<file path="src/rtl/core/i2csmf_pkg.sv">
// Package for the I2C slave message framer: payload structs, codes, constants.
// No dependencies.
`default_nettype none
package i2csmf_pkg;
  localparam int unsigned BufDepth = 32;
  localparam logic [7:0] ThresholdReset = 8'd4;

  localparam logic [1:0] KIND_MSG = 2'd0;
  localparam logic [1:0] KIND_DBG = 2'd1;
  localparam logic [1:0] KIND_REQ = 2'd2;
  localparam logic [1:0] KIND_STS = 2'd3;

  localparam logic [1:0] ERR_TOOLONG = 2'd0;
  localparam logic [1:0] ERR_OVERRUN = 2'd1;
  localparam logic [1:0] ERR_NOADDR  = 2'd2;
  localparam logic [1:0] ERR_NODATA  = 2'd3;

  typedef enum logic [1:0] {
    BUS_IDLE    = 2'd0,
    BUS_STARTED = 2'd1,
    BUS_SEND    = 2'd2,
    BUS_RECV    = 2'd3
  } bus_state_t;

  typedef struct packed {
    logic       operation;
    logic       overrun;
    logic       buffer_full;
    logic       start_seen;
    logic       stop_seen;
    logic       is_data;
    logic       is_read;
    logic [7:0] data_byte;
    logic       reply_first;
    logic       reply_last;
  } in_item_t;

  typedef struct packed {
    logic [1:0] kind;
    logic [7:0] byte_value;
    logic       record_end;
    logic       load_tx;
    logic       release_clock;
    logic       last;
  } out_item_t;
endpackage
`default_nettype wire

</file>
<file path="src/rtl/core/i2c_slave_message_framer.sv">
// I2C slave message framer: bus event state machine, receive and reply stores.
// An input item is registered in SQ_IDLE, updates state in SQ_EXEC, and the
// memories are read in SQ_FETCH; SQ_DRAIN and SQ_TAIL then give one result per
// cycle while out_ready stays high. A new item is accepted only in SQ_IDLE,
// after the last result of the item before; the receive memory is read once per result.
// Reset (rst_n low, synchronous): state idle, counts zero, threshold 4.
`default_nettype none
module i2c_slave_message_framer #(
  parameter int unsigned BUF_DEPTH = i2csmf_pkg::BufDepth
) (
  input  wire logic                  clk,
  input  wire logic                  rst_n,
  input  wire logic                  in_valid,
  output logic                       in_ready,
  input  wire i2csmf_pkg::in_item_t  in_data,
  output logic                       out_valid,
  input  wire logic                  out_ready,
  output i2csmf_pkg::out_item_t      out_data,
  input  wire logic                  cfg_we,
  input  wire logic [7:0]            cfg_wdata
);
  localparam int unsigned AW = $clog2(BUF_DEPTH);
  localparam int unsigned CW = $clog2(BUF_DEPTH + 1);
  localparam logic [CW-1:0] DepthC = CW'(BUF_DEPTH);

  typedef enum logic [4:0] {
    SQ_IDLE  = 5'b00001,
    SQ_EXEC  = 5'b00010,
    SQ_FETCH = 5'b00100,
    SQ_DRAIN = 5'b01000,
    SQ_TAIL  = 5'b10000
  } seq_t;

  seq_t seq_r, seq_nxt;
  i2csmf_pkg::in_item_t it_r, it_nxt;
  i2csmf_pkg::bus_state_t bus_r, bus_nxt;
  logic [7:0] thr_r, thr_nxt, evt_r, evt_nxt, err_r, err_nxt, dbe_r, dbe_nxt;
  logic [1:0] lerr_r, lerr_nxt;
  logic [CW-1:0] rxc_r, rxc_nxt, txc_r, txc_nxt, txi_r, txi_nxt;
  logic [CW-1:0] drn_r, drn_nxt, len_r, len_nxt;
  logic [AW-1:0] txa_r, txa_nxt;
  // pending tail results: message end, debug record (3 left .. 0), request
  logic msg_r, msg_nxt, ask_r, ask_nxt;
  logic [1:0] dbg_r, dbg_nxt;
  logic sld_r, sld_nxt, srel_r, srel_nxt;
  logic out_valid_r, out_valid_nxt;
  i2csmf_pkg::out_item_t out_data_r, out_data_nxt;
  logic [7:0] rx_q, tx_q;
  logic out_free;

  // memory ports
  logic rx_we, tx_we;
  logic [AW-1:0] rx_wa, rx_ra, tx_wa;

  i2csmf_ram #(.DEPTH(BUF_DEPTH)) u_rx (
    .clk(clk), .we(rx_we), .waddr(rx_wa), .wdata(it_r.data_byte),
    .raddr(rx_ra), .rdata(rx_q));
  i2csmf_ram #(.DEPTH(BUF_DEPTH)) u_tx (
    .clk(clk), .we(tx_we), .waddr(tx_wa), .wdata(it_r.data_byte),
    .raddr(txa_r), .rdata(tx_q));

  assign in_ready = (seq_r == SQ_IDLE);
  assign out_free = !out_valid_r || out_ready;
  assign out_valid = out_valid_r;
  assign out_data = out_data_r;

  // execute-step combinational results
  i2csmf_pkg::bus_state_t bus_x;
  logic [7:0] evt_x, err_x;
  logic [1:0] lerr_x;
  logic [CW-1:0] rxc_x;
  logic got, ready_x, ask_x, wrote_x, store_x;
  logic [CW-1:0] txc_base;

  always_comb begin
    bus_x = bus_r; evt_x = evt_r; err_x = err_r; lerr_x = lerr_r; rxc_x = rxc_r;
    got = it_r.buffer_full; ready_x = 1'b0; ask_x = 1'b0; wrote_x = 1'b0;
    store_x = 1'b0;
    txc_base = it_r.reply_first ? '0 : txc_r;
    if (it_r.overrun) begin
      bus_x = i2csmf_pkg::BUS_IDLE; err_x = err_r + 8'd1;
      lerr_x = i2csmf_pkg::ERR_OVERRUN;
    end else begin
      case (bus_r)
        i2csmf_pkg::BUS_IDLE: begin
          if (it_r.start_seen) begin
            evt_x = 8'd1; rxc_x = '0;
            if (!got) bus_x = i2csmf_pkg::BUS_STARTED;
            else if (it_r.is_data) begin
              err_x = err_r + 8'd1; lerr_x = i2csmf_pkg::ERR_NOADDR;
            end else if (it_r.is_read) begin
              bus_x = i2csmf_pkg::BUS_SEND; got = 1'b0; ask_x = 1'b1;
            end else bus_x = i2csmf_pkg::BUS_RECV;
          end
        end
        i2csmf_pkg::BUS_STARTED: begin
          if (it_r.stop_seen) begin
            evt_x = evt_r + 8'd1;
            if (got) begin
              if (!it_r.is_data) ready_x = 1'b1;
              else begin err_x = err_r + 8'd1; lerr_x = i2csmf_pkg::ERR_NODATA; end
            end
            bus_x = i2csmf_pkg::BUS_IDLE;
          end else if (got) begin
            evt_x = evt_r + 8'd1;
            if (!it_r.is_data) begin
              if (!it_r.is_read) bus_x = i2csmf_pkg::BUS_RECV;
              else begin bus_x = i2csmf_pkg::BUS_SEND; ask_x = 1'b1; got = 1'b0; end
            end else begin
              err_x = err_r + 8'd1; lerr_x = i2csmf_pkg::ERR_NODATA;
              bus_x = i2csmf_pkg::BUS_IDLE;
            end
          end
        end
        i2csmf_pkg::BUS_SEND: begin
          if (txi_r < txc_r && txi_r < DepthC) wrote_x = 1'b1;
          else bus_x = i2csmf_pkg::BUS_IDLE;
        end
        default: begin
          if (it_r.stop_seen) begin
            evt_x = evt_r + 8'd1;
            if (got) begin
              if (it_r.is_data) begin store_x = 1'b1; ready_x = 1'b1; end
              else begin err_x = err_r + 8'd1; lerr_x = i2csmf_pkg::ERR_NODATA; end
            end else ready_x = 1'b1;
            bus_x = i2csmf_pkg::BUS_IDLE;
          end else if (got) begin
            evt_x = evt_r + 8'd1;
            if (it_r.is_data) store_x = 1'b1;
            else if (it_r.is_read) begin
              bus_x = i2csmf_pkg::BUS_SEND; ready_x = 1'b1; ask_x = 1'b1; got = 1'b0;
            end else begin
              err_x = err_r + 8'd1; lerr_x = i2csmf_pkg::ERR_NODATA;
              bus_x = i2csmf_pkg::BUS_IDLE;
            end
          end
        end
      endcase
    end
    if (store_x && rxc_r < DepthC) rxc_x = rxc_r + CW'(1);
    // long message check
    if ((CW+1)'(rxc_x) + (CW+1)'(2) > (CW+1)'(BUF_DEPTH) && !ready_x) begin
      bus_x = i2csmf_pkg::BUS_IDLE; err_x = err_x + 8'd1;
      lerr_x = i2csmf_pkg::ERR_TOOLONG;
    end
  end

  // memory addressing: writes only in EXEC, reads start in FETCH
  always_comb begin
    rx_we = (seq_r == SQ_EXEC) && !it_r.operation && store_x && rxc_r < DepthC;
    rx_wa = rxc_r[AW-1:0];
    tx_we = (seq_r == SQ_EXEC) && it_r.operation && txc_base < DepthC;
    tx_wa = txc_base[AW-1:0];
    if (seq_r == SQ_DRAIN && out_free) rx_ra = drn_r[AW-1:0] + AW'(1);
    else rx_ra = drn_r[AW-1:0];
  end

  // sequencer and next state
  always_comb begin
    seq_nxt = seq_r; it_nxt = it_r; bus_nxt = bus_r;
    thr_nxt = cfg_we ? cfg_wdata : thr_r;
    evt_nxt = evt_r; err_nxt = err_r; dbe_nxt = dbe_r; lerr_nxt = lerr_r;
    rxc_nxt = rxc_r; txc_nxt = txc_r; txi_nxt = txi_r; drn_nxt = drn_r;
    len_nxt = len_r; txa_nxt = txa_r; msg_nxt = msg_r; ask_nxt = ask_r;
    dbg_nxt = dbg_r; sld_nxt = sld_r; srel_nxt = srel_r;
    out_valid_nxt = out_valid_r && !out_ready; out_data_nxt = out_data_r;
    case (seq_r)
      SQ_IDLE: begin
        if (in_valid) begin
          it_nxt = in_data; seq_nxt = SQ_EXEC;
        end
      end
      SQ_EXEC: begin
        seq_nxt = SQ_FETCH; drn_nxt = '0;
        if (it_r.operation) begin
          txc_nxt = txc_base < DepthC ? txc_base + CW'(1) : txc_base;
          if (it_r.reply_last) txi_nxt = CW'(1);
          txa_nxt = '0;
          msg_nxt = 1'b0; ask_nxt = 1'b0; dbg_nxt = '0;
          sld_nxt = it_r.reply_last; srel_nxt = it_r.reply_last;
        end else begin
          bus_nxt = bus_x; evt_nxt = evt_x; lerr_nxt = lerr_x; ask_nxt = ask_x;
          msg_nxt = ready_x; len_nxt = rxc_x; rxc_nxt = ready_x ? '0 : rxc_x;
          txa_nxt = txi_r[AW-1:0];
          if (wrote_x) txi_nxt = txi_r + CW'(1);
          sld_nxt = wrote_x; srel_nxt = got || wrote_x;
          dbe_nxt = err_x; err_nxt = err_x; dbg_nxt = '0;
          if (!ready_x && err_x >= thr_r) begin
            dbg_nxt = 2'd3; err_nxt = '0;
          end
        end
      end
      // memories read the first entries this cycle
      SQ_FETCH: seq_nxt = (msg_r && len_r != '0) ? SQ_DRAIN : SQ_TAIL;
      SQ_DRAIN: begin
        if (out_free) begin
          out_valid_nxt = 1'b1;
          out_data_nxt = '{i2csmf_pkg::KIND_MSG, rx_q, 1'b0, 1'b0, 1'b0, 1'b0};
          drn_nxt = drn_r + CW'(1);
          if (drn_r + CW'(1) == len_r) seq_nxt = SQ_TAIL;
        end
      end
      SQ_TAIL: begin
        if (out_free) begin
          out_valid_nxt = 1'b1;
          if (msg_r) begin
            msg_nxt = 1'b0;
            out_data_nxt = '{i2csmf_pkg::KIND_MSG, evt_r, 1'b1, 1'b0, 1'b0, 1'b0};
          end else if (dbg_r == 2'd3) begin
            dbg_nxt = 2'd2;
            out_data_nxt = '{i2csmf_pkg::KIND_DBG, dbe_r, 1'b0, 1'b0, 1'b0, 1'b0};
          end else if (dbg_r == 2'd2) begin
            dbg_nxt = 2'd1;
            out_data_nxt = '{i2csmf_pkg::KIND_DBG, {6'd0, lerr_r}, 1'b0, 1'b0, 1'b0,
                             1'b0};
          end else if (dbg_r == 2'd1) begin
            dbg_nxt = 2'd0;
            out_data_nxt = '{i2csmf_pkg::KIND_DBG, evt_r, 1'b1, 1'b0, 1'b0, 1'b0};
          end else if (ask_r) begin
            ask_nxt = 1'b0;
            out_data_nxt = '{i2csmf_pkg::KIND_REQ, 8'd0, 1'b1, 1'b0, 1'b0, 1'b0};
          end else begin
            out_data_nxt = '{i2csmf_pkg::KIND_STS, sld_r ? tx_q : 8'd0, 1'b0,
                             sld_r, srel_r, 1'b1};
            seq_nxt = SQ_IDLE;
          end
        end
      end
      default: seq_nxt = SQ_IDLE;
    endcase
  end

  // state registers
  always_ff @(posedge clk) begin
    if (!rst_n) begin
      seq_r <= SQ_IDLE; it_r <= '0; bus_r <= i2csmf_pkg::BUS_IDLE;
      thr_r <= i2csmf_pkg::ThresholdReset; evt_r <= '0; err_r <= '0; dbe_r <= '0;
      lerr_r <= '0; rxc_r <= '0; txc_r <= '0; txi_r <= '0; drn_r <= '0;
      len_r <= '0; txa_r <= '0; msg_r <= 1'b0; ask_r <= 1'b0; dbg_r <= '0;
      sld_r <= 1'b0; srel_r <= 1'b0; out_valid_r <= 1'b0; out_data_r <= '0;
    end else begin
      seq_r <= seq_nxt; it_r <= it_nxt; bus_r <= bus_nxt;
      thr_r <= thr_nxt; evt_r <= evt_nxt; err_r <= err_nxt; dbe_r <= dbe_nxt;
      lerr_r <= lerr_nxt; rxc_r <= rxc_nxt; txc_r <= txc_nxt; txi_r <= txi_nxt;
      drn_r <= drn_nxt; len_r <= len_nxt; txa_r <= txa_nxt; msg_r <= msg_nxt;
      ask_r <= ask_nxt; dbg_r <= dbg_nxt; sld_r <= sld_nxt; srel_r <= srel_nxt;
      out_valid_r <= out_valid_nxt; out_data_r <= out_data_nxt;
    end
  end
endmodule
`default_nettype wire

</file>
<file path="src/rtl/core/i2csmf_ram.sv">
// Single-port-write, single-read byte memory with registered read data.
// Depends on nothing.
`default_nettype none
module i2csmf_ram #(
  parameter int unsigned DEPTH = 32,
  localparam int unsigned AW = $clog2(DEPTH)
) (
  input  wire logic          clk,
  input  wire logic          we,
  input  wire logic [AW-1:0] waddr,
  input  wire logic [7:0]    wdata,
  input  wire logic [AW-1:0] raddr,
  output logic      [7:0]    rdata
);
  logic [7:0] mem [DEPTH];

  // write and registered read
  always_ff @(posedge clk) begin
    if (we) mem[waddr] <= wdata;
    rdata <= mem[raddr];
  end
endmodule
`default_nettype wire
</file>
<file path="config.mk">
export PLATFORM = sky130hd
export DESIGN_NAME = i2c_slave_message_framer
export DESIGN_NICKNAME = d
export VERILOG_FILES = /design/src/rtl/core/i2csmf_pkg.sv /design/src/rtl/core/i2c_slave_message_framer.sv /design/src/rtl/core/i2csmf_ram.sv
export SDC_FILE = /design/constraint.sdc
export NUM_CORES = 1
export LEC_CHECK = 0
export BUFFER_PORTS_ARGS = -buffer_cell sky130_fd_sc_hd__buf_2
export CORE_ASPECT_RATIO = 1.25
export CORE_MARGIN = 3
export CORE_UTILIZATION = 45
export DETAILED_ROUTE_END_ITERATION = 6
export PLACE_DENSITY = 0.68
export SLEW_MARGIN = 5
export SYNTH_ARGS = -nofsm -noshare
export SYNTH_HDL_FRONTEND = slang
export SYNTH_HIERARCHICAL = 1
export SYNTH_SLANG_ARGS = --single-unit
</file>
<file path="constraint.sdc">
create_clock -name clk -period 4.9 [get_ports clk]
set_input_delay 0.49 -clock clk [delete_from_list [all_inputs] [get_ports clk]]
set_output_delay 0.49 -clock clk [all_outputs]
set_load 0.005 [all_outputs]
</file>
==> results.cfg, run 1 <==
[outcome]
status = finished, final reports clean

[cts]
cts_num_sinks = 642
numCtsBuffers = 59
cts_hold_buf = 0
clk-insertion-delay-late_ns = 0.59
cts-root-buf = clkbuf_16
clk_pin_slew_ns = 0.07
htree_levels = 2
clock_tree.buffer_depth = 3
cts_tree = built

[setup_path]
path_class = register to register
slowest_delay_ns = 0.56
start_kind = register
cp.arrival_ns = 5.23
crit_family = simple AND/OR/NAND/NOR gates
path_max_fanout = 7
cp_slowest_cell = or4b_1
endpoint_kind = register
cp.required_ns = 5.42
path_buf_inv = 2
crit_path_cell_trace = or4b_1, o211ai_1, and2_1, inv_1, ha_1, nor4b_2, mux2i_2, nor2_1, a211o_2, or4_4, and2_4, ha_1, a2111o_1, a31oi_1, o21ai_0, a21oi_2, buf_4, nand2b_1, o211ai_1

[die]
rows = 98
die_area_sq_um = 61700
die_h_um = 277
coreArea_sq_um = 57600
ios = 46
start_util_pct = 45.8
die_w_um = 223

[yosys]
async_reset_ff_share_pct = 0
yosysTopAreaCell = edfxtp_1
synth_commonest_cells = 512 x edfxtp_1, 165 x nor2_1, 160 x mux4_2, 130 x dfxtp_1, 119 x nand2_1
ys.flop_type = edfxtp_1
synth_most_common_cell = edfxtp_1
syn_avg_cell_area_sq_um = 16.1
syn_inst = 1639
synth.cell_area_sq_um = 26400
ys_top_cells_by_area = edfxtp_1 58%, mux4_2 14%, dfxtp_1 9.9%
synth_nets = 1690
synth_cell_type_count = 76
synth_warnings = 6
synth_top_area_share_pct = 58.2
synth_edf_count = 512
seq_area_frac_synth_pct = 68.1
synth_seq_cells = 642

[sta]
period_share_pct = 96.1
report.final.setup_viol = 0
grt_setup_unrepaired = yes
fmax_mhz = 212
max-slew-margin-rel_pct = 16.9
min_period_ns = 4.71
finalMaxSlewViolations = 0
worstMarginPinSlew_ns = 1.25
fin_skew_ns = 0.0189
hold_viol = 0
hold_ws_ns = 0.125

[placement]
portBuffers = 45
gp_congestion = 0.857
dp.final_hpwl_um = 37600

[drt]
drt-pass1-iter-count = 5
drc = 0
num_vias = 14770
routedWlPerCell_um = 23.4
drtIter0Drc = 1356
final_antenna_net_count = 0
routed_via_density = 5.91
wirelength_um = 58500

[global_routing]
grt_pass1_vias = 14735
antenna_found_initial = 0
grt_pass1_wl_um = 90500
grt_usage_pct = 18.8
grt_max_degree = 66
globalRouteOverflowTotal = 0

[finish]
nets = 1756
syn_to_final_growth_pct = 11.7
finalCoreUtilization_pct = 51.2
drive_gt1_share_pct = 22.4
n_antenna_cell = 0

[worst_hold_path]
min_path_type = primary input to register

[power_and_ir_drop]
leakagePower_nw = 9.37
peakVddDrop_uv = 276
powerDensity_nw_per_um2 = 372

[run]
drv_cap = 0
==> kinds of logic (layout without fill, tap and decap cells) <==
group / Yosys count / in the layout / synth area share (%)
AO/OA/AOI/OAI: 200 / 200 / 4.90
XOR/XNOR: 36 / 36 / 1.19
multiplexers: 195 / 195 / 15.1
flip-flops: 642 / 642 / 68.1
adder cells (fa/ha/maj): 21 / 21 / 0.995
AND/OR/NAND/NOR: 438 / 438 / 7.96
buffers and inverters: 107 / 219 / 1.84
==> per-layer routing <==
layer | vias to the layer above | global-route usage [%] | routed length, um
met2 | 471 | 32.1 | 29800
met1 | 7635 | 25.7 | 24100
met5 | - | 0 | 0
met3 | 89 | 2.27 | 3110
li1 | 6575 | - | -
met4 | 0 | 5.28 | 1450
==> sequential cells by signal (all words and copies together) (netlist names), 5 cells and up <==
name,flops
u_tx/rdata,8
err_r,8
u_rx/mem,256
thr_r,8
u_tx/mem,256
dbe_r,8
seq_r,5
u_rx/rdata,8
txi_r,6
len_r,6
evt_r,8
txc_r,6
out_data,14
drn_r,6
it_r,17
rxc_r,6
txa_r,5
==> metrics by stage <==
| stage | worst slack [ns] | area (sq um) | total power [mW] | TNS [ns] | instances |
|---|---|---|---|---|---|
| floorplan | 0.173 | 26400 | 6.38 | 0 | 1639 |
| global placement | 0.230 | 27600 | 6.55 | 0 | 2393 |
| detailed placement | 0.0485 | 27600 | 6.57 | 0 | 2393 |
| CTS | 0.0103 | 29500 | 11.1 | 0 | 2500 |
| global route | -0.0357 | 29500 | 11.3 | -0.0620 | 2501 |
| finish | 0.189 | 29500 | 11.0 | 0 | 2501 |
==> repair_timing <==
item,CTS,global route
hold endpoints to repair,0,0
setup buffers,0,0
resized for setup,0,9
setup endpoints to repair,0,10
==> path summary, 6_finish.rpt <==
path,start,to,slack (ns),cells past startpoint
max,bus_r[0],err_r[2],0.19,19
min,in_data[2],it_r[2],0.12,3
max reg2reg,bus_r[0],err_r[2],0.19,19
min reg2reg,sld_r,sld_r,0.46,2
==> cells in the final DEF (no fill, tap or decap), types with 7 or more instances in the layout <==
| cell type | instances |
|---|---|
| or3_1 | 11 |
| mux4_2 | 160 |
| buf_4 | 37 |
| dfxtp_1 | 120 |
| a21oi_1 | 82 |
| inv_1 | 26 |
| a211oi_1 | 7 |
| clkinv_1 | 11 |
| xor2_1 | 18 |
| clkbuf_1 | 11 |
| ha_1 | 21 |
| a21o_1 | 7 |
| o21ai_0 | 26 |
| mux2_2 | 21 |
| nand3b_1 | 13 |
| nor3_1 | 13 |
| dfxtp_2 | 9 |
| o211ai_1 | 11 |
| a31oi_1 | 7 |
| nor2b_1 | 12 |
| nand3_1 | 33 |
| clkbuf_16 | 60 |
| nor2_1 | 164 |
| xnor2_1 | 14 |
| and3_1 | 12 |
| mux2i_1 | 13 |
| buf_2 | 46 |
| edfxtp_1 | 512 |
| nand2_1 | 119 |
| nand4_1 | 7 |
| a22o_1 | 7 |
==> worst register-to-register path: cells and delay by family (launching register included) <==
family	cells	cell delay (ns)
fa+ha+maj	2	0.48
flops	1	0.34
mux	1	0.26
buf+inv	2	0.23
simple gates	7	1.68
compound gates	7	1.67
==> area by class of cell <==
type	instances	area (sq um)
Fill cell	4667	28100
Sequential cell	642	18000
Multi-Input combinational cell	890	8010
Clock buffer	73	1570
Tap cell	750	938
Timing Repair Buffer	85	548
Clock inverter	34	350
Inverter	27	101
==> where the power goes <==
| group | switching (mW) | internal [mW] | leakage (nW) |
|---|---|---|---|
| registers | 0.0506 | 5.99 | 5.78 |
| clock network | 1.94 | 2.59 | 0.920 |
| logic | 0.305 | 0.101 | 2.67 |
No activity file was read; power rests on OpenSTA's default activity.
==> inputs of run 2 (changes only) <==
PLACE_DENSITY = 0.65   (was 0.68)
clock period = 6.05 ns   (was 4.9 ns; I/O delays follow)
==> run 2 against run 1 <==
  * Design area is 0.78% lower
  * Non-clock buffer count down 16
  * Fmax fell by 15%
  * Via count barely moved
  * Setup slack better by 0.33 ns
  * Total power shrank 20%
  * Routed wire length rose by 4.3%
  * Combinational power down 17%
  * Utilization shrank 0.40 points
  * Final cell count down 0.40%
  * First-iteration DRC count is 13% lower
  * Highest routed layer unchanged
==> results.cfg, run 2 (synthesis gave the netlist of run 1 again) <==
[sta]
fin_ws_ns = 0.517
report.final.setup_viol = 0
tns_ns = 0
max-slew-margin-rel_pct = 17.4
worstMarginPinSlew_ns = 1.23
hold_viol = 0
finalMaxSlewViolations = 0
fin_skew_ns = 0.0285
period_share_pct = 91.5
grt_setup_unrepaired = no
min_period_ns = 5.53
fmax_mhz = 181

[finish]
final_cell_mix = 512 x edfxtp_1, 164 x nor2_1, 160 x mux4_2
drive_gt1_share_pct = 21.5
nets = 1741
fin_cells = 2491
n_antenna_cell = 0
syn_to_final_growth_pct = 10.9
reg_top3 = u_rx/mem: 256 flops, u_tx/mem: 256 flops, it_r: 17 flops
final_common_cell = edfxtp_1
fill_cells = 4699
finalInstanceArea_sq_um = 29300

[drt]
drt-pass1-iter-count = 5
routedWlPerCell_um = 24.5
routed_via_density = 5.93
wirelength_um = 61000
final_antenna_net_count = 0
num_vias = 14765
drtIter0Drc = 1180
drc = 0

[setup_path]
crit_path_cell_trace = or4b_1, o211ai_1, and2_1, inv_1, ha_1, nor4b_1, mux2i_1, a2111oi_0, a211o_1, nor2_2, xnor2_1, ha_1, nand2b_1, a21o_1, a21oi_1, o21ai_0, a21oi_1, buf_4, o311a_1, o21ai_0, o21ai_0
path_max_fanout = 14
crit_top_cell = o21ai_0
r2r_cells = 21
cp_slowest_cell = or4b_1
cp.arrival_ns = 6.09
slowest_delay_ns = 0.71
start_kind = register
cp.required_ns = 6.61
path_class = register to register
endpoint_kind = register

[outcome]
status = finished, final reports clean

[die]
die_h_um = 277
die_area_sq_um = 61700
die_w_um = 223
rows = 98
coreArea_sq_um = 57600
ios = 46
start_util_pct = 45.8

[worst_hold_path]
whs_path_depth = 3
min_path_type = primary input to register

[cts]
cts_resized = 0
cts_hold_buf = 0
htree_levels = 2
clk-insertion-delay-late_ns = 0.62
numCtsBuffers = 60
cts_tree = built
cts_num_sinks = 642
cts-root-buf = clkbuf_16
postCtsSetupBuffers = 0
clock_tree.buffer_depth = 3
clk_pin_slew_ns = 0.07

[global_routing]
grt_usage_pct = 19.6
antenna_found_initial = 0
grt_pass1_vias = 14833
grt_max_degree = 66
globalRouteOverflowTotal = 0
grt_pass1_wl_um = 92400

[placement]
portBuffers = 45
gp_congestion = 0.873
placed_cell_area_sq_um = 27500
dp.final_hpwl_um = 39800
pre_cts_ws_ns = 0.625
dp_cells = 2378

[power_and_ir_drop]
powerDensity_nw_per_um2 = 299
peakVddDrop_uv = 257
leakagePower_nw = 9.26

[run]
drv_cap = 0
## run 2: cell types whose count changed in the layout (fill, tap and decap cells not counted), sizes merged
cell and change:
clkinvlp -1, inv +1, clkbuf +2, clkinv +9, buf -16, bufinv -5
## run 2: path summary, 6_finish.rpt
check / to / slack, ns / startpoint
setup / recovery: err_r[3] / 0.52 / bus_r[1]
hold / removal: thr_r[2] / 0.21 / cfg_wdata[2]
setup reg to reg: err_r[3] / 0.52 / bus_r[1]
hold reg to reg: out_data[11] / 0.45 / out_data[11]
## run 2: final cells by class
cell class | instances | area, sq um | area share, %
Clock buffer | 75 | 1600 | 5.46
Clock inverter | 38 | 230 | 0.786
Inverter | 27 | 101 | 0.346
Multi-Input combinational cell | 890 | 7980 | 27.2
Sequential cell | 642 | 18000 | 61.4
Tap cell | 750 | 938 | 3.20
Timing Repair Buffer | 69 | 443 | 1.51
## run 2: metrics by stage
step	hold WS, ns	utilization, %	total power, mW
floorplan	0.432	-	5.17
global placement	0.440	47.6	5.31
detailed placement	0.448	47.6	5.33
CTS	0.184	50.8	8.84
global route	0.209	50.8	9.04
finish	0.206	50.8	8.75
## run 2: power by group
part | internal [mW] | leakage, nW | switching [mW]
combinational | 0.0777 | 2.59 | 0.262
clock | 1.92 | 0.892 | 1.60
sequential | 4.85 | 5.78 | 0.0343
## run 2: critical path: cells and delay by family, from the launching register on
kind | cells | cell delay (ns)
multiplexers | 1 | 0.19
buffers and inverters | 2 | 0.26
AND/OR/NAND/NOR | 5 | 1.56
adder cells (fa/ha/maj) | 2 | 0.56
AO/OA/AOI/OAI | 10 | 2.11
XOR/XNOR | 1 | 0.28
flip-flops | 1 | 0.49
## run 2: layer usage
layer | GRT usage [%] | part of all wire, %
met1 | 25.6 | 41
met2 | 33.5 | 51
met3 | 2.84 | 4.7
met4 | 6.83 | 3.6
met5 | 0 | 0
